`config.mk`:
```
export PLATFORM = sky130hd
export DESIGN_NAME = varint_varlong_codec_top
export DESIGN_NICKNAME = d
export VERILOG_FILES = /design/src/rtl/vlc_pkg.sv /design/src/rtl/vlc_front.sv /design/src/rtl/vlc_queue.sv /design/src/rtl/vlc_back.sv /design/src/rtl/varint_varlong_codec_top.sv
export SDC_FILE = /design/constraint.sdc
export NUM_CORES = 1
export LEC_CHECK = 0
export ABC_AREA = 1
export BUFFER_PORTS_ARGS = -buffer_cell sky130_fd_sc_hd__buf_4
export CORE_MARGIN = 2
export CORE_UTILIZATION = 40
export DETAILED_ROUTE_END_ITERATION = 16
export PLACE_DENSITY = 0.64
export RECOVER_POWER = 100
export SLEW_MARGIN = 20
export SYNTH_ARGS = -nofsm -noshare
export SYNTH_HDL_FRONTEND = slang
export SYNTH_SLANG_ARGS = --single-unit
```
`constraint.sdc`:
```
create_clock -name clk_i -period 6.8 [get_ports clk_i]
set_clock_uncertainty 0.15 [all_clocks]
set_input_delay 0.68 -clock clk_i [delete_from_list [all_inputs] [get_ports clk_i]]
set_output_delay 0.68 -clock clk_i [all_outputs]
set_load 0.02 [all_outputs]
```
`src/rtl/vlc_pkg.sv`:
```
// shared constants, opcodes and queue entry type for the varint/varlong codec
`timescale 1ns / 1ps
package vlc_pkg;

  localparam int IntMaxBytes  = 5;
  localparam int LongMaxBytes = 10;
  localparam int GroupBits    = 7;
  localparam int ValueWidth   = 64;
  localparam int LenWidth     = 4;
  localparam int QueueDepth   = 2;

  localparam logic [6:0] GroupMask = 7'h7F;
  localparam logic [7:0] MoreFlag  = 8'h80;

  localparam logic KindByte  = 1'b0;
  localparam logic KindValue = 1'b1;

  typedef enum logic {
    OpEncode = 1'b0,
    OpDecode = 1'b1
  } op_e;

  typedef struct packed {
    op_e                   opcode;
    logic [ValueWidth-1:0] value;
    logic [7:0]            data_byte;
    logic [LenWidth-1:0]   len;
  } cmd_t;

  typedef struct packed {
    logic valid;
    logic pop;
  } q_ctrl_t;

endpackage

```
`src/rtl/vlc_front.sv`:
```
// front end: accepts transactions, masks the value and sizes each encoding
`timescale 1ns / 1ps
module vlc_front (
  input  logic                          in_valid_i,
  output logic                          in_stall_o,
  input  logic                          opcode_i,
  input  logic [vlc_pkg::ValueWidth-1:0] value_in_i,
  input  logic [7:0]                    byte_in_i,
  input  logic                          long_mode_i,
  input  logic                          q_full_i,
  output logic                          push_o,
  output vlc_pkg::cmd_t                 cmd_o
);
  import vlc_pkg::*;

  logic [ValueWidth-1:0] val_masked;
  logic [LenWidth-1:0]   len_raw;
  logic [LenWidth-1:0]   max_len;

  assign val_masked = long_mode_i ? value_in_i : {32'h0, value_in_i[31:0]};
  assign max_len    = long_mode_i ? LenWidth'(LongMaxBytes) : LenWidth'(IntMaxBytes);

  // highest nonzero 7-bit group sets the length
  always_comb begin
    len_raw = LenWidth'(1);
    for (int k = 1; k < LongMaxBytes; k++) begin
      if ((val_masked >> (GroupBits * k)) != '0) begin
        len_raw = LenWidth'(k + 1);
      end
    end
  end

  always_comb begin
    cmd_o.opcode    = op_e'(opcode_i);
    cmd_o.value     = val_masked;
    cmd_o.data_byte = byte_in_i;
    cmd_o.len       = (len_raw > max_len) ? max_len : len_raw;
  end

  assign in_stall_o = q_full_i;
  assign push_o     = in_valid_i & ~q_full_i;

endmodule

```
`src/rtl/vlc_queue.sv`:
```
// two-entry command queue between front end and execution back end
`timescale 1ns / 1ps
module vlc_queue (
  input  logic          clk_i,
  input  logic          rst_ni,
  input  logic          push_i,
  input  vlc_pkg::cmd_t data_i,
  input  logic          pop_i,
  output vlc_pkg::cmd_t data_o,
  output logic          full_o,
  output logic          empty_o
);
  import vlc_pkg::*;

  cmd_t       mem_q [QueueDepth];
  logic       wr_ptr_q, wr_ptr_d;
  logic       rd_ptr_q, rd_ptr_d;
  logic [1:0] count_q, count_d;

  assign full_o  = (count_q == 2'(QueueDepth));
  assign empty_o = (count_q == 2'd0);
  assign data_o  = mem_q[rd_ptr_q];

  always_comb begin
    wr_ptr_d = push_i ? ~wr_ptr_q : wr_ptr_q;
    rd_ptr_d = pop_i ? ~rd_ptr_q : rd_ptr_q;
    count_d  = count_q + 2'(push_i) - 2'(pop_i);
  end

  always_ff @(posedge clk_i or negedge rst_ni) begin
    if (!rst_ni) begin
      wr_ptr_q <= 1'b0;
      rd_ptr_q <= 1'b0;
      count_q  <= 2'd0;
    end else begin
      wr_ptr_q <= wr_ptr_d;
      rd_ptr_q <= rd_ptr_d;
      count_q  <= count_d;
    end
  end

  always_ff @(posedge clk_i) begin
    if (push_i) begin
      mem_q[wr_ptr_q] <= data_i;
    end
  end

  a_no_overflow: assert property (@(posedge clk_i) disable iff (!rst_ni)
    !(push_i && full_o && !pop_i)) else $error("queue overflow");

  a_no_underflow: assert property (@(posedge clk_i) disable iff (!rst_ni)
    !(pop_i && empty_o)) else $error("queue underflow");

endmodule

```
`src/rtl/vlc_back.sv`:
```
// back end: serializes encodings, accumulates decodes, holds the output register
`timescale 1ns / 1ps
module vlc_back (
  input  logic                           clk_i,
  input  logic                           rst_ni,
  input  logic                           long_mode_i,
  input  vlc_pkg::cmd_t                  head_i,
  input  logic                           head_valid_i,
  output vlc_pkg::q_ctrl_t               ctrl_o,
  output logic                           out_valid_o,
  input  logic                           out_stall_i,
  output logic                           kind_o,
  output logic [7:0]                     byte_out_o,
  output logic                           last_o,
  output logic [vlc_pkg::ValueWidth-1:0] decoded_value_o,
  output logic [vlc_pkg::LenWidth-1:0]   length_o
);
  import vlc_pkg::*;

  logic                  out_valid_q, out_valid_d;
  logic                  kind_q, kind_d;
  logic [7:0]            byte_q, byte_d;
  logic                  last_q, last_d;
  logic [ValueWidth-1:0] value_q, value_d;
  logic [LenWidth-1:0]   len_q, len_d;

  logic [LenWidth-1:0]   enc_idx_q, enc_idx_d;
  logic [ValueWidth-1:0] enc_rem_q, enc_rem_d;
  logic [ValueWidth-1:0] acc_q, acc_d;
  logic [LenWidth-1:0]   bs_q, bs_d;

  logic                  load_ok;
  logic                  emit;
  logic                  pop;
  logic [ValueWidth-1:0] enc_cur;
  logic                  enc_fin;
  logic [ValueWidth-1:0] width_mask;
  logic [LenWidth-1:0]   max_len;
  logic [LenWidth-1:0]   dec_idx;
  logic [5:0]            dec_shift;
  logic [ValueWidth-1:0] dec_acc;
  logic [LenWidth-1:0]   dec_count;
  logic                  dec_end;
  logic                  is_enc;

  assign load_ok    = !out_valid_q || !out_stall_i;
  assign width_mask = long_mode_i ? '1 : {32'h0, 32'hFFFF_FFFF};
  assign max_len    = long_mode_i ? LenWidth'(LongMaxBytes) : LenWidth'(IntMaxBytes);
  assign is_enc     = (head_i.opcode == OpEncode);

  // encode path
  assign enc_cur = (enc_idx_q == '0) ? head_i.value : enc_rem_q;
  assign enc_fin = ((enc_idx_q + LenWidth'(1)) == head_i.len);

  // decode path
  assign dec_idx   = (bs_q > LenWidth'(LongMaxBytes - 1)) ? LenWidth'(LongMaxBytes - 1) : bs_q;
  assign dec_shift = 6'(dec_idx * GroupBits);
  assign dec_acc   = (acc_q | (ValueWidth'(head_i.data_byte & {1'b0, GroupMask}) << dec_shift))
                     & width_mask;
  assign dec_count = dec_idx + LenWidth'(1);
  assign dec_end   = ((head_i.data_byte & MoreFlag) == 8'h00) || (dec_count >= max_len);

  always_comb begin
    emit    = 1'b0;
    pop     = 1'b0;
    kind_d  = kind_q;
    byte_d  = byte_q;
    last_d  = last_q;
    value_d = value_q;
    len_d   = len_q;
    if (head_valid_i) begin
      if (is_enc) begin
        if (load_ok) begin
          emit    = 1'b1;
          pop     = enc_fin;
          kind_d  = KindByte;
          byte_d  = {1'b0, enc_cur[6:0]} | (enc_fin ? 8'h00 : MoreFlag);
          last_d  = enc_fin;
          value_d = '0;
          len_d   = head_i.len;
        end
      end else if (dec_end) begin
        if (load_ok) begin
          emit    = 1'b1;
          pop     = 1'b1;
          kind_d  = KindValue;
          byte_d  = 8'h00;
          last_d  = 1'b1;
          value_d = dec_acc;
          len_d   = dec_count;
        end
      end else begin
        pop = 1'b1;
      end
    end
  end

  always_comb begin
    out_valid_d = emit | (out_valid_q & out_stall_i);
    enc_idx_d   = enc_idx_q;
    enc_rem_d   = enc_rem_q;
    acc_d       = acc_q;
    bs_d        = bs_q;
    if (head_valid_i && is_enc && load_ok) begin
      enc_idx_d = enc_fin ? '0 : enc_idx_q + LenWidth'(1);
      enc_rem_d = enc_cur >> GroupBits;
    end
    if (pop && !is_enc) begin
      acc_d = dec_end ? '0 : dec_acc;
      bs_d  = dec_end ? '0 : dec_count;
    end
  end

  always_ff @(posedge clk_i or negedge rst_ni) begin
    if (!rst_ni) begin
      out_valid_q <= 1'b0;
      enc_idx_q   <= '0;
      acc_q       <= '0;
      bs_q        <= '0;
    end else begin
      out_valid_q <= out_valid_d;
      enc_idx_q   <= enc_idx_d;
      acc_q       <= acc_d;
      bs_q        <= bs_d;
    end
  end

  always_ff @(posedge clk_i) begin
    kind_q    <= kind_d;
    byte_q    <= byte_d;
    last_q    <= last_d;
    value_q   <= value_d;
    len_q     <= len_d;
    enc_rem_q <= enc_rem_d;
  end

  assign ctrl_o.valid    = head_valid_i;
  assign ctrl_o.pop      = pop;
  assign out_valid_o     = out_valid_q;
  assign kind_o          = kind_q;
  assign byte_out_o      = byte_q;
  assign last_o          = last_q;
  assign decoded_value_o = value_q;
  assign length_o        = len_q;

  a_bytes_seen_range: assert property (@(posedge clk_i) disable iff (!rst_ni)
    bs_q <= LenWidth'(LongMaxBytes - 1)) else $error("decode count out of range");

  a_enc_idx_in_run: assert property (@(posedge clk_i) disable iff (!rst_ni)
    enc_idx_q != '0 |-> head_valid_i && is_enc && (enc_idx_q < head_i.len))
    else $error("encode index outside its run");

endmodule

```
`src/rtl/varint_varlong_codec_top.sv`:
```
// top level of the varint/varlong codec: mode register, front end, queue, back end
// an accepted transaction is written into the queue, then taken into the output register
// throughput: one decode byte per cycle while the output is not stalled; an encode
// holds the back end for its 1 to 5 bytes (32-bit) or 1 to 10 bytes (64-bit)
// reset: asynchronous active low; selects 32-bit mode, clears the queue, the
// output register and the partial decode
`timescale 1ns / 1ps
module varint_varlong_codec_top (
  input  logic                           clk_i,
  input  logic                           rst_ni,
  input  logic                           cfg_we_i,
  input  logic                           cfg_wdata_i,
  input  logic                           in_valid_i,
  output logic                           in_stall_o,
  input  logic                           opcode_i,
  input  logic [vlc_pkg::ValueWidth-1:0] value_in_i,
  input  logic [7:0]                     byte_in_i,
  output logic                           out_valid_o,
  input  logic                           out_stall_i,
  output logic                           kind_o,
  output logic [7:0]                     byte_out_o,
  output logic                           last_o,
  output logic [vlc_pkg::ValueWidth-1:0] decoded_value_o,
  output logic [vlc_pkg::LenWidth-1:0]   length_o
);
  import vlc_pkg::*;

  logic    long_mode_q;
  cmd_t    front_cmd;
  cmd_t    head_cmd;
  logic    push;
  logic    q_full;
  logic    q_empty;
  q_ctrl_t back_ctrl;

  always_ff @(posedge clk_i or negedge rst_ni) begin
    if (!rst_ni) begin
      long_mode_q <= 1'b0;
    end else if (cfg_we_i) begin
      long_mode_q <= cfg_wdata_i;
    end
  end

  vlc_front u_front (
    .in_valid_i  (in_valid_i),
    .in_stall_o  (in_stall_o),
    .opcode_i    (opcode_i),
    .value_in_i  (value_in_i),
    .byte_in_i   (byte_in_i),
    .long_mode_i (long_mode_q),
    .q_full_i    (q_full),
    .push_o      (push),
    .cmd_o       (front_cmd)
  );

  vlc_queue u_queue (
    .clk_i   (clk_i),
    .rst_ni  (rst_ni),
    .push_i  (push),
    .data_i  (front_cmd),
    .pop_i   (back_ctrl.pop & back_ctrl.valid),
    .data_o  (head_cmd),
    .full_o  (q_full),
    .empty_o (q_empty)
  );

  vlc_back u_back (
    .clk_i           (clk_i),
    .rst_ni          (rst_ni),
    .long_mode_i     (long_mode_q),
    .head_i          (head_cmd),
    .head_valid_i    (~q_empty),
    .ctrl_o          (back_ctrl),
    .out_valid_o     (out_valid_o),
    .out_stall_i     (out_stall_i),
    .kind_o          (kind_o),
    .byte_out_o      (byte_out_o),
    .last_o          (last_o),
    .decoded_value_o (decoded_value_o),
    .length_o        (length_o)
  );

endmodule

```
## Yosys cells after proc, flatten, opt, wreduce, memory -nomap -nowiden

Memory sizes are Yosys's and may differ from the RTL's.
Index checks and enable logic that the tools add are counted.

| storage, ports and cells | value |
|---|---|
| register bits | 213 |
| RAM bits | 154 |
| input port bits | 79 |
| output and inout bits | 80 |
| word-level logic and storage cells | 106 |
| memories | 1 |

| cells by class | value |
|---|---|
| add/sub/neg operators | 4 |
| multipliers | 1 |
| order comparisons | 3 |
| eq/ne operators | 3 |
| shifts and indexed selects | 1 |
| muxes and demuxes | 47 |
| bitwise logic cells | 12 |
| reductions and logical operators | 19 |

Memory list:

| name | depth | width | rd ports | clocked after Yosys merged registers in | write ports | RTL line | RTL |
|---|---|---|---|---|---|---|---|
| u_queue.mem_q | 2 | 77 | 1 | 0 | 1 | vlc_queue.sv:15 | `cmd_t mem_q [QueueDepth];` |

Operator list:

| kind | number |
|---|---|
| 64-bit nonzero test | 8 |
| 64-bit two-way mux | 7 |
| 4-bit two-way mux | 17 |
| 64-bit bitwise AND | 1 |
| 64-bit bitwise OR | 1 |
| 7-bit by 6-bit << shifter with 64-bit output | 1 |
| 57-bit two-way mux | 1 |
| 8-bit two-way mux | 5 |
| 1-bit two-way mux | 16 |
| 4-bit by 1-bit adder with 4-bit output, second input constant | 2 |
| 8-bit logical NOT | 1 |
| 7-bit by 8-bit bitwise OR with 8-bit output | 1 |
| 4-bit by 3-bit multiplier with 6-bit output, second input constant | 1 |
| 1-bit inverter | 5 |
| 4-bit == test | 1 |
| 4-bit >= comparator | 1 |
| 4-bit greater-than comparator | 1 |
| 4-bit greater-than comparator, second input constant | 1 |
| 4-bit logical NOT | 1 |
| 1-bit bitwise AND | 3 |
| 1-bit logical AND | 3 |
| 3-bit AND reduction | 1 |
| 2-bit by 1-bit adder with 2-bit output | 1 |
| 2-bit == test, second input constant | 1 |
| other kinds (7) | 9 |

## Logic depth before layout (Yosys ltp)

Gate-level depths: netlist of the first run.

| logic depth | value |
|---|---|
| depth after elaboration | 13 |
| mapped depth | 22 |
| depth with buffers taken out | 20 |

## Cells and area by module

Synthesis of the first run repeated with hierarchy kept, for this count alone.

| second synthesis, totals | value |
|---|---|
| cell total of the unflattened synthesis | 1811 |
| area, all modules | 17769.5 sq um |

Modules (own cells, without submodules):

| module | times used | cells an instance | area an instance (sq um) | sequential area each (sq um) |
|---|---|---|---|---|
| vlc_back | 1 | 1121 | 10112.2 | 5880.6 |
| vlc_queue | 1 | 427 | 6284.8 | 4724.5 |
| vlc_front | 1 | 255 | 1321.3 | 0.0 |
| varint_varlong_codec_top | 1 | 8 | 51.3 | 25.0 |

## Least setup slack after synthesis of the first run

Ideal clock, no wire load.

| timing path | value |
|---|---|
| path kind | register to register |
| start point | reg u_back.bs_q[1] |
| end point | reg u_back.byte_q[0], in the netlist u_back.byte_out_o[0], enable pin |
| setup time | 0.515 ns |
| data arrival time | 5.172 ns |
| required time | 6.135 ns |
| slack | 0.963 ns |
| cell stages (with the launch flop) | 13 |
| buffers on the path | 0 |
| path through | dfrtp_1 > o21ai_4 > inv_1 > nor2_1 > ha_1 > nand2_1 > xor2_1 > inv_1 > ha_1 > nand4_1 > nand4_1 > nor2_2 > nor2_1 |

| between the ends | value |
|---|---|
| word-level cells in the longest chain between the ends | 7 |

RTL lines:

| what | RTL line | RTL |
|---|---|---|
| from (decl) | vlc_back.sv:30 | `logic [LenWidth-1:0] bs_q, bs_d;` |
| from (signal assigned) | vlc_back.sv:124 | `bs_q <= bs_d;` |
| 4-bit greater-than comparator | vlc_back.sv:56 | `assign dec_idx = (bs_q > LenWidth'(LongMaxBytes - 1)) ? LenWidth'(LongMaxBytes - 1) : bs_q;` |
| 4-bit two-way mux * | vlc_back.sv:56 |  |
| 4-bit by 1-bit adder with 4-bit output * | vlc_back.sv:60 | `assign dec_count = dec_idx + LenWidth'(1);` |
| 4-bit >= comparator * | vlc_back.sv:61 | `assign dec_end = ((head_i.data_byte & MoreFlag) == 8'h00) \|\| (dec_count >= max_len);` |
| 1-bit logical OR * | vlc_back.sv:61 |  |
| 2-bit inequality test (no line) * | -- |  |
| 3-bit AND reduction (no line) * | -- |  |
| to (signal assigned) | vlc_back.sv:130 | `byte_q <= byte_d;` |
| to (decl) | vlc_back.sv:22 | `logic [7:0] byte_q, byte_d;` |

Mark *: on every way between the ends. The rest lies on a longest branch, timed or not.
A chain may end at the register's enable or synchronous reset.

## Final worst setup path of the first run

| timing path | value |
|---|---|
| start point | reg u_queue.rd_ptr_q |
| end point | reg u_back.value_q[7], in the netlist u_back.decoded_value_o[7], data pin |

| between the ends | value |
|---|---|
| word-level cells in the longest chain between the ends | 7 |

RTL lines:

| what | RTL line | RTL |
|---|---|---|
| from (decl) | vlc_queue.sv:17 | `logic rd_ptr_q, rd_ptr_d;` |
| from (signal assigned) | vlc_queue.sv:37 | `rd_ptr_q <= rd_ptr_d;` |
| memory read 2 x 77 bit * | -- |  |
| 7-bit by 6-bit << shifter with 64-bit output | vlc_back.sv:58 | `assign dec_acc = (acc_q \| (ValueWidth'(head_i.data_byte & {1'b0, GroupMask}) << dec_shift))` |
| 64-bit bitwise OR | vlc_back.sv:58 |  |
| 64-bit bitwise AND | vlc_back.sv:59 | `& width_mask;` |
| 64-bit two-way mux | vlc_back.sv:83 | `if (load_ok) begin` |
| 64-bit two-way mux | vlc_back.sv:82 | `end else if (dec_end) begin` |
| 64-bit two-way mux * | vlc_back.sv:72 | `if (is_enc) begin` |
| to (signal assigned) | vlc_back.sv:132 | `value_q <= value_d;` |
| to (decl) | vlc_back.sv:24 | `logic [ValueWidth-1:0] value_q, value_d;` |

Mark *: on every way between the ends. The rest lies on a longest branch, timed or not. The select of a mux whose other input is x is not followed.

==> results of run 1 <==
-- path summary, 6_finish.rpt --
path | from | end | slack, ns | cells past startpoint
min in group asynchronous | rst_ni | u_back.acc_q[31] | 0.37 | 2
min | value_in_i[3] | u_queue.mem_q[1][15] | 0.19 | 1
min reg2reg | u_back.acc_q[42] | u_back.acc_q[42] | 0.33 | 2
max | u_queue.rd_ptr_q | u_back.decoded_value_o[7] | 1.13 | 9
max reg2reg | u_queue.rd_ptr_q | u_back.decoded_value_o[7] | 1.13 | 9
max in group asynchronous | rst_ni | long_mode_q | 5.02 | 3
-- registers in the layout, indices dropped and copies added (netlist names) --
name,cells
u_queue.rd_ptr_q,1
u_back.decoded_value_o,64
u_back.last_o,1
u_queue.count_q,2
u_back.kind_o,1
u_back.out_valid_o,1
u_queue.mem_q,154
u_back.enc_rem_q,57
u_back.bs_q,4
u_back.acc_q,64
u_back.byte_out_o,8
u_queue.wr_ptr_q,1
u_back.length_o,4
long_mode_q,1
u_back.enc_idx_q,4
-- cells in the final DEF, fill, tap and decap left out, drive strengths merged, types with 2 or more instances in the layout --
| cell type | n |
|---|---|
| a21oi | 72 |
| a31oi | 58 |
| and2 | 7 |
| buf | 45 |
| bufinv | 3 |
| clkbuf | 181 |
| clkinv | 15 |
| clkinvlp | 2 |
| dfrtp | 78 |
| edfxtp | 289 |
| fa | 3 |
| ha | 18 |
| inv | 158 |
| nand2 | 473 |
| nand3 | 110 |
| nand3b | 4 |
| nand4 | 46 |
| nor2 | 158 |
| nor2b | 4 |
| o21ai | 56 |
| o21bai | 5 |
| o22ai | 5 |
| or2 | 2 |
| xnor2 | 4 |
| xor2 | 9 |
-- timing repair --
item / in CTS / in global routing
buffers inserted: 0 / 0
hold buffers: 1 / 0
endpoints found under the hold margin: 4 / 0
-- critical path, stage by stage, from the launching register on --
cell	delay (ns)
dfrtp_1	1.20
clkbuf_1	2.02
o21ai_0	0.54
nand3_1	0.23
nand2_1	0.10
o21ai_0	0.38
nand2_1	0.12
nand2_2	0.29
nand4_1	0.18
a21oi_1	0.27
-- kinds of logic after synthesis --
logic type                 after synthesis  synth area share
adders and majority gates               21            0.0172
and+or+nand+nor                        806             0.205
DFF                                    367             0.641
AOI/OAI and AO/OA                      197            0.0671
xor gates and xnor gates                13           0.00731
buffers and inverters                  245            0.0622
-- synth_stat cells (7+ instances only) --
cell and instances:
a21oi_1 72, a31oi_1 58, and2_1 7, buf_1 8
buf_2 21, clkbuf_1 41, dfrtp_1 78, edfxtp_1 289
ha_1 18, inv_1 151, nand2_1 457, nand2_2 12
nand3_1 109, nand4_1 46, nor2_1 154, o21ai_0 42
o21ai_1 9, xor2_1 8
-- power by group through the flow --
stage                     Clock [mW]  Combinational (mW)  Sequential, mW
after detailed placement           0                4.09            3.70
after global routing            2.23                4.33            3.72
after CTS                       2.14                4.10            3.66
final                           2.10                3.89            3.65
after floorplan                    0                2.43            3.92
after global placement             0                4.04            3.68
-- per-stage QoR --
step	total power [mW]	worst slack, ns	hold WS [ns]	instances	utilization
6_report	9.64	1.13	0.186	2341	0.463
5_1_grt	10.3	0.804	0.162	2341	0.463
4_1_cts	9.89	1.96	0.132	2340	0.475
3_5_place_dp	7.78	1.96	0.315	2268	0.444
3_3_place_gp	7.72	2.02	0.307	2268	0.444
2_1_floorplan	6.35	0.963	0.234	1649	-
-- final cells by class --
class,instances,area [um^2],share of cell area
repair buffers,173,883,0.0466
flip-flops and latches,367,10600,0.561
multi-input cells,1037,4920,0.260
clock inverters,17,173,0.00911
well taps,532,666,0.0351
clock buffers,54,1080,0.0571
inverters,161,606,0.0319
-- routing by layer --
layer	wire length [um]	up-vias	GRT usage
met5	0	-	0
met2	19000	391	0.297
met1	18800	5827	0.274
met3	2780	62	0.0399
li1	-	5813	-
met4	890	0	0.0548
==> impl_metrics.toml, run 1 <==
[yosys]
synth_edf_count = 289
ys_types = 44
syn-num-nets = 1749
ys.flop_type = "edfxtp_1"
yosys_warnings = 0
synth_area_leaders = "edfxtp_1, dfrtp_1, nand2_1"
async_flop_share = 0.213
seq_area_frac_synth = 0.641
netlist_area_um2 = 16600
yosys.area.top_type = "edfxtp_1"
ys_ff_latch = 367
yosys.area.top_type_share = 0.523
syn_area_per_cell_um2 = 10.1
syn_inst = 1649

[clock_tree]
cts_resized = 0
cts_num_sinks = 367
clockBufferDepth = 3
htreeDepth = 2
cts_tree = "yes"
cts_root_buffer = "clkbuf_16"
cts.clk_slew.worst_paths_ns = 0.06
insertion_delay_ns = 0.55
cts_buffers = 39

[timing]
maxSlewViolCount = 353
rsz0062_at_grt = "false"
clock.fmax_mhz = 176
slew_headroom = -1.35
hold_viol = 0
setup_violations = 0
finalCritPeriodShare = 0.834
period_needed_ns = 5.67
finalSetupTns_ns = 0
worstMarginPinSlew_ns = 3.52

[power_and_ir_drop]
p_seq_frac = 0.379
power_density_nw_per_um2 = 508
p_leak_nw = 7.94
p_int_mw = 5.55
sw_frac_of_total = 0.424
p_sw_mw = 4.09
p_comb_frac = 0.404
power_frac_clock = 0.217
ir_drop_mv = 0.229

[global_route]
grt_remaining_overflow = 0
grt_antenna_before_repair = 0
grt_pass1_vias = 11700
gr-usage-all-layers = 0.192
grt_max_degree = 79
grt_pass1_wl_mm = 65.5

[run]
maxCapViolations = 8

[setup_path]
critPathKind = "reg -> reg"
path_max_fanout = 54
end_kind = "flip-flop"
crit_required_ns = 7.01
crit_arrival_ns = 5.88
start_kind = "flip-flop"

[layout]
insertedDiodeCount = 0
drive_above_1_share = 0.0741
nets = 1879
area_growth_pct = 14.3
fillers = 3912
final_area_um2 = 19000

[placement]
hpwl_mm = 26.1
postPlaceCellArea_um2 = 18200
gp_congestion = 0.815
portBuffers = 158

[floorplanning]
core_area_um2 = 40900
rows = 74
die_y_um = 208
ios = 159
start_util = 0.405
die_w_um = 208
dieArea_um2 = 43100

[detailed_routing]
vias = 12100
via_per_inst = 5.17
ant_nets = 0
wl_mm = 41.5
dr.first_iter.drc_count = 1185
drt_first_pass_iters = 5
wl_per_cell_um = 17.7
drc = 0

[run_status]
outcome = "finished with violations"
violations = "max-capacitance violations, max-slew violations"

[min_path]
hold_class = "in -> reg"
Power figures use the tool's default switching activity.
==> run 2, diff against run 1 <==
--- a/config.mk
+++ b/config.mk
@@ -10,7 +10,7 @@
 export CORE_MARGIN = 2
 export CORE_UTILIZATION = 40
 export DETAILED_ROUTE_END_ITERATION = 16
-export PLACE_DENSITY = 0.64
+export PLACE_DENSITY = 0.66
 export RECOVER_POWER = 100
 export SLEW_MARGIN = 20
 export SYNTH_ARGS = -nofsm -noshare
==> constraint.sdc (replaced) <==
create_clock -name clk_i -period 4.9 [get_ports clk_i]
set_clock_uncertainty 0.15 [all_clocks]
set_input_delay 0.49 -clock clk_i [delete_from_list [all_inputs] [get_ports clk_i]]
set_output_delay 0.49 -clock clk_i [all_outputs]
set_load 0.02 [all_outputs]
==> run 2 against run 1 <==
Against the previous run: the flow still finishes with violations (max-capacitance violations, max-slew violations); sequential cell count unchanged; combinational power increased by 39%; core utilization increased by 1.3 points; via count increased by 0.83%; sequential power increased by 37%; final cell count increased by 2.2%; hold slack got worse by 0.12 ns; routed wire length decreased by 4.7%; non-clock buffer count increased by 50; count of clock-buffer cells in the layout decreased by 4; die area unchanged; final area increased by 2.8%.
==> impl_metrics.toml, run 2 (synthesized netlist as in run 1, its figures left out) <==
[clock_tree]
cts_tree = "yes"
post_cts_buffers = 0
clockBufferDepth = 3
htreeDepth = 2
cts_buffers = 40
cts_root_buffer = "clkbuf_16"
insertion_delay_ns = 0.56
cts.clk_slew.worst_paths_ns = 0.06
cts_num_sinks = 367

[layout]
final_area_um2 = 19500
final_cell_count_no_fill = 2392
insertedDiodeCount = 0
largest_reg_flops = 154
nets = 1930
largest-register = "u_queue.mem_q"
drive_above_1_share = 0.0828
area_growth_pct = 17.5
fillers = 3866
layout_common_cells = "nand2_1, edfxtp_1, nor2_1, inv_1, clkbuf_1"
final_common_cell = "nand2_1"

[global_route]
grt_pass1_vias = 11600
grt_pass1_wl_mm = 62.9
gr-usage-all-layers = 0.183
grt_antenna_before_repair = 0
grt_remaining_overflow = 0
grt_max_degree = 76

[setup_path]
reg2reg_from = "u_back.bs_q[1]"
cp_cell_sequence = "o21ai_4 > inv_1 > nor2_1 > inv_1 > fa_1 > inv_1 > ha_1 > inv_1 > fa_1 > xor2_2 > clkinv_1 > clkbuf_1 > o21ai_0 > nand3_1 > nand2_1 > nand2_1 > nor2_1"
start_kind = "flip-flop"
crit_cells = 17
cpPeakStageDelay_ns = 0.53
crit_buf_inv = 6
slowest_stage = "clkbuf_1"
r2r_end = "u_back.decoded_value_o[49]"
crit_arrival_ns = 4.53
critPathTopFamily = "buffers and inverters"
end_kind = "flip-flop"
cp_common_cell = "inv_1"
ff2ff_setup_slack_ns = 0.48
crit_required_ns = 5.01
rr_worst_depth = 17
path_max_fanout = 15
critPathLaunch = "u_back.bs_q[1]"
crit_end = "u_back.decoded_value_o[49]"
critPathKind = "reg -> reg"

[power_and_ir_drop]
p_leak_nw = 8.17
power_density_nw_per_um2 = 689
p_seq_frac = 0.373
p_int_mw = 7.82
sw_frac_of_total = 0.417
ir_drop_mv = 0.393
p_sw_mw = 5.60
p_comb_frac = 0.404
power_frac_clock = 0.223

[floorplanning]
dieArea_um2 = 43100
die_y_um = 208
ios = 159
die_w_um = 208
start_util = 0.405
rows = 74
core_area_um2 = 40900

[timing]
maxSlewViolCount = 332
hold_viol = 0
rsz0062_at_grt = "false"
finalSetupTns_ns = 0
worstMarginPinSlew_ns = 3.24
finalCritPeriodShare = 0.902
period_needed_ns = 4.42
slew_headroom = -1.16
setup_violations = 0
clock.fmax_mhz = 226

[placement]
postPlaceCellArea_um2 = 18200
portBuffers = 158
dpl.cell_count = 2277
gp_congestion = 0.841
hpwl_mm = 25.5

[detailed_routing]
drc = 0
ant_nets = 0
vias = 12200
via_per_inst = 5.10
wl_per_cell_um = 16.5
drt_first_pass_iters = 7
wl_mm = 39.5
dr.first_iter.drc_count = 1125

[min_path]
worstHoldStart = "cfg_wdata_i"
min_path_cells = 3
hold_class = "in -> reg"

[run]
maxCapViolations = 5

[run_status]
violations = "max-capacitance violations, max-slew violations"
outcome = "finished with violations"
[run 2: how the worst min path moves through the flow]
stage	endpoint	slack (ns)
2_1_floorplan	long_mode_q	0.04
3_3_place_gp	u_back.acc_q[34]	0.31
3_5_place_dp	u_back.acc_q[49]	0.31
4_1_cts	long_mode_q	0.03
5_1_grt	long_mode_q	0.05
6_report	long_mode_q	0.07
[run 2: repair_timing]
action,CTS,global route
endpoints found under the hold margin,132,0
setup endpoints to repair,0,0
gates resized for setup,0,0
hold buffers,43,0
[run 2: power groups by stage]
stage / logic (mW) / registers (mW) / clock network [mW]
after floorplan: 3.37 / 5.42 / 0
after global placement: 5.63 / 5.04 / 0
after detailed placement: 5.68 / 5.05 / 0
after CTS: 5.73 / 4.99 / 3.07
after global routing: 6.01 / 5.10 / 3.18
final: 5.42 / 5.01 / 2.99
[run 2: tightest hold or removal path: stages]
cell and delay [ns]:
buf_4 0.08, nand2_1 0.07, o21ai_0 0.08
[run 2: layout make-up]
class                           instances  area, um^2  area share
Sequential cell                       367       10600       0.545
Multi-Input combinational cell       1037        4940       0.253
Timing Repair Buffer                  223        1330      0.0684
Clock buffer                           50        1080      0.0555
Tap cell                              532         666      0.0342
Inverter                              161         606      0.0311
Clock inverter                         22         234      0.0120
[run 2: metrics by stage]
stage | power, mW | setup slack [ns] | util | hold slack [ns]
floorplan | 8.80 | 0.370 | - | 0.0444
global placement | 10.7 | 0.815 | 0.445 | 0.307
detailed placement | 10.7 | 0.656 | 0.445 | 0.315
CTS | 13.8 | 0.627 | 0.488 | 0.0345
global route | 14.3 | 0.101 | 0.476 | 0.0484
finish | 13.4 | 0.482 | 0.476 | 0.0660
[run 2: per-layer routing]
layer	vias up	global-route usage	share of wire	wire [um]
met5	-	0	0	0
met4	0	0.0607	0.028	1100
met3	70	0.0342	0.060	2380
met2	371	0.286	0.45	18000
met1	5847	0.258	0.46	18100
li1	5905	-	-	-
==> run 3, diff against run 2 <==
--- a/config.mk
+++ b/config.mk
@@ -10,7 +10,7 @@
 export CORE_MARGIN = 2
 export CORE_UTILIZATION = 40
 export DETAILED_ROUTE_END_ITERATION = 16
-export PLACE_DENSITY = 0.66
+export PLACE_DENSITY = 0.57
 export RECOVER_POWER = 100
 export SLEW_MARGIN = 20
 export SYNTH_ARGS = -nofsm -noshare
==> run 3 against run 2 <==
Against the previous run: the flow still finishes with violations (max-capacitance violations, max-slew violations); sequential power is essentially flat; worst setup slack gained 0.010 ns; largest cell class unchanged; clock power is essentially flat; critical endpoint is now u_back.decoded_value_o[36]; hold slack lost 0.033 ns.
==> impl_metrics.toml, run 3 (synthesized netlist as in run 1, its figures left out) <==
[layout]
largest-register = "u_queue.mem_q"
utilization = 0.474
fillers = 3938
regArea_um2 = 10600
layout_common_cells = "nand2_1, edfxtp_1, nor2_1"
final_common_cell = "nand2_1"
largest_reg_flops = 154
insertedDiodeCount = 0
final_area_um2 = 19400
area_growth_pct = 17.0
drive_above_1_share = 0.0853
nets = 1922
multi_input_area_um2 = 4930

[detailed_routing]
ant_nets = 0
drt_first_pass_iters = 5
vias = 12100
dr.first_iter.drc_count = 940
drc = 0
wl_per_cell_um = 17.3
wl_mm = 41.3
via_per_inst = 5.09

[floorplanning]
dieArea_um2 = 43100
die_w_um = 208
core_area_um2 = 40900
ios = 159
rows = 74
start_util = 0.405
die_y_um = 208

[power_and_ir_drop]
ir_drop_mv = 0.334
p_leak_nw = 8.16
power_density_nw_per_um2 = 692
power.total_mw = 13.4

[timing]
finalSetupTns_ns = 0
clock.fmax_mhz = 227
period_needed_ns = 4.41
hold_viol = 0
worstMarginPinSlew_ns = 2.47
finalCritPeriodShare = 0.899
setup_violations = 0
slew_headroom = -0.650
whs_ns = 0.0333
rsz0062_at_grt = "false"
maxSlewViolCount = 316

[clock_tree]
post_cts_buffers = 0
cts_tree = "yes"
cts_root_buffer = "clkbuf_16"
htreeDepth = 2
cts_num_sinks = 367
cts.clk_slew.worst_paths_ns = 0.06
clockBufferDepth = 3
insertion_delay_ns = 0.55
hold_buffers = 38
cts_resized = 0
cts_buffers = 40

[global_route]
grt_max_degree = 80
grt_pass1_vias = 11500
grt_remaining_overflow = 0
gr-usage-all-layers = 0.190
grt_antenna_before_repair = 0
grt_pass1_wl_mm = 65.3

[setup_path]
reg2reg_from = "u_back.bs_q[1]"
path_max_fanout = 38
crit_arrival_ns = 4.52
critPathLaunch = "u_back.bs_q[1]"
start_kind = "flip-flop"
crit_required_ns = 5.01
critPathKind = "reg -> reg"
end_kind = "flip-flop"

[run_status]
violations = "max-capacitance violations, max-slew violations"
outcome = "finished with violations"

[placement]
gp_congestion = 0.858
hpwl_mm = 25.8
portBuffers = 158
postPlaceCellArea_um2 = 18200

[min_path]
worstHoldStart = "cfg_we_i"
hold_class = "in -> reg"

[run]
maxCapViolations = 6
## run 3: changes by cell type in the layout (fill, tap and decap cells not counted), sizes merged
cell | before | now
buf | 46 | 41
bufinv | 4 | 2
clkbuf | 184 | 191
clkinv | 16 | 17
clkinvlp | 4 | 1
dlygate4sd3 | 43 | 38
## run 3: metrics by stage
step,setup WS [ns],std cells
after floorplan,0.370,1649
after global placement,0.669,2274
after detailed placement,0.588,2274
after CTS,0.595,2385
after global routing,0.100,2385
final,0.492,2385
## run 3: path summary, 6_finish.rpt
kind                            cells past startpoint  slack [ns]                         end
min in group asynchronous                           2        0.98            u_back.acc_q[24]
worst max-delay path                               16        0.49  u_back.decoded_value_o[36]
max in group asynchronous                           2        2.32                 long_mode_q
worst min register to register                      2        0.33            u_back.acc_q[48]
worst max register to register                     16        0.49  u_back.decoded_value_o[36]
worst min-delay path                                2        0.03                 long_mode_q
## run 3: worst max-delay path, stage by stage, from the launching register on
cell and delay (ns):
dfrtp_1 0.41, o21ai_4 0.26, inv_1 0.07, nor2_1 0.26, inv_1 0.11, fa_1 0.45, inv_1 0.06, ha_1 0.16
inv_1 0.06, fa_1 0.43, xor2_1 0.21, clkbuf_2 0.67, nor2_1 0.28, a21oi_1 0.19, o21ai_0 0.14, nand2_1 0.15
nor2_1 0.06
## run 3: routing by layer
layer	wire (um)	share of wire	global-route usage	up-vias
met4	650	0.016	0.0430	0
met3	2460	0.059	0.0318	41
met5	0	0	0	-
met1	19500	0.47	0.284	5836
met2	18700	0.45	0.292	366
li1	-	-	-	5902
## run 3: report_power, final
part	switching, mW	internal [mW]	total [mW]
logic	4.14	1.28	5.43
registers	0.295	4.70	5.00
clock network	1.23	1.77	3.00
## run 3: layout make-up
class,instances,share of cell area
inverters,161,0.0313
multi-input cells,1037,0.254
flip-flops and latches,367,0.548
clock inverters,18,0.00806
repair buffers,215,0.0651
clock buffers,55,0.0598
well taps,532,0.0343
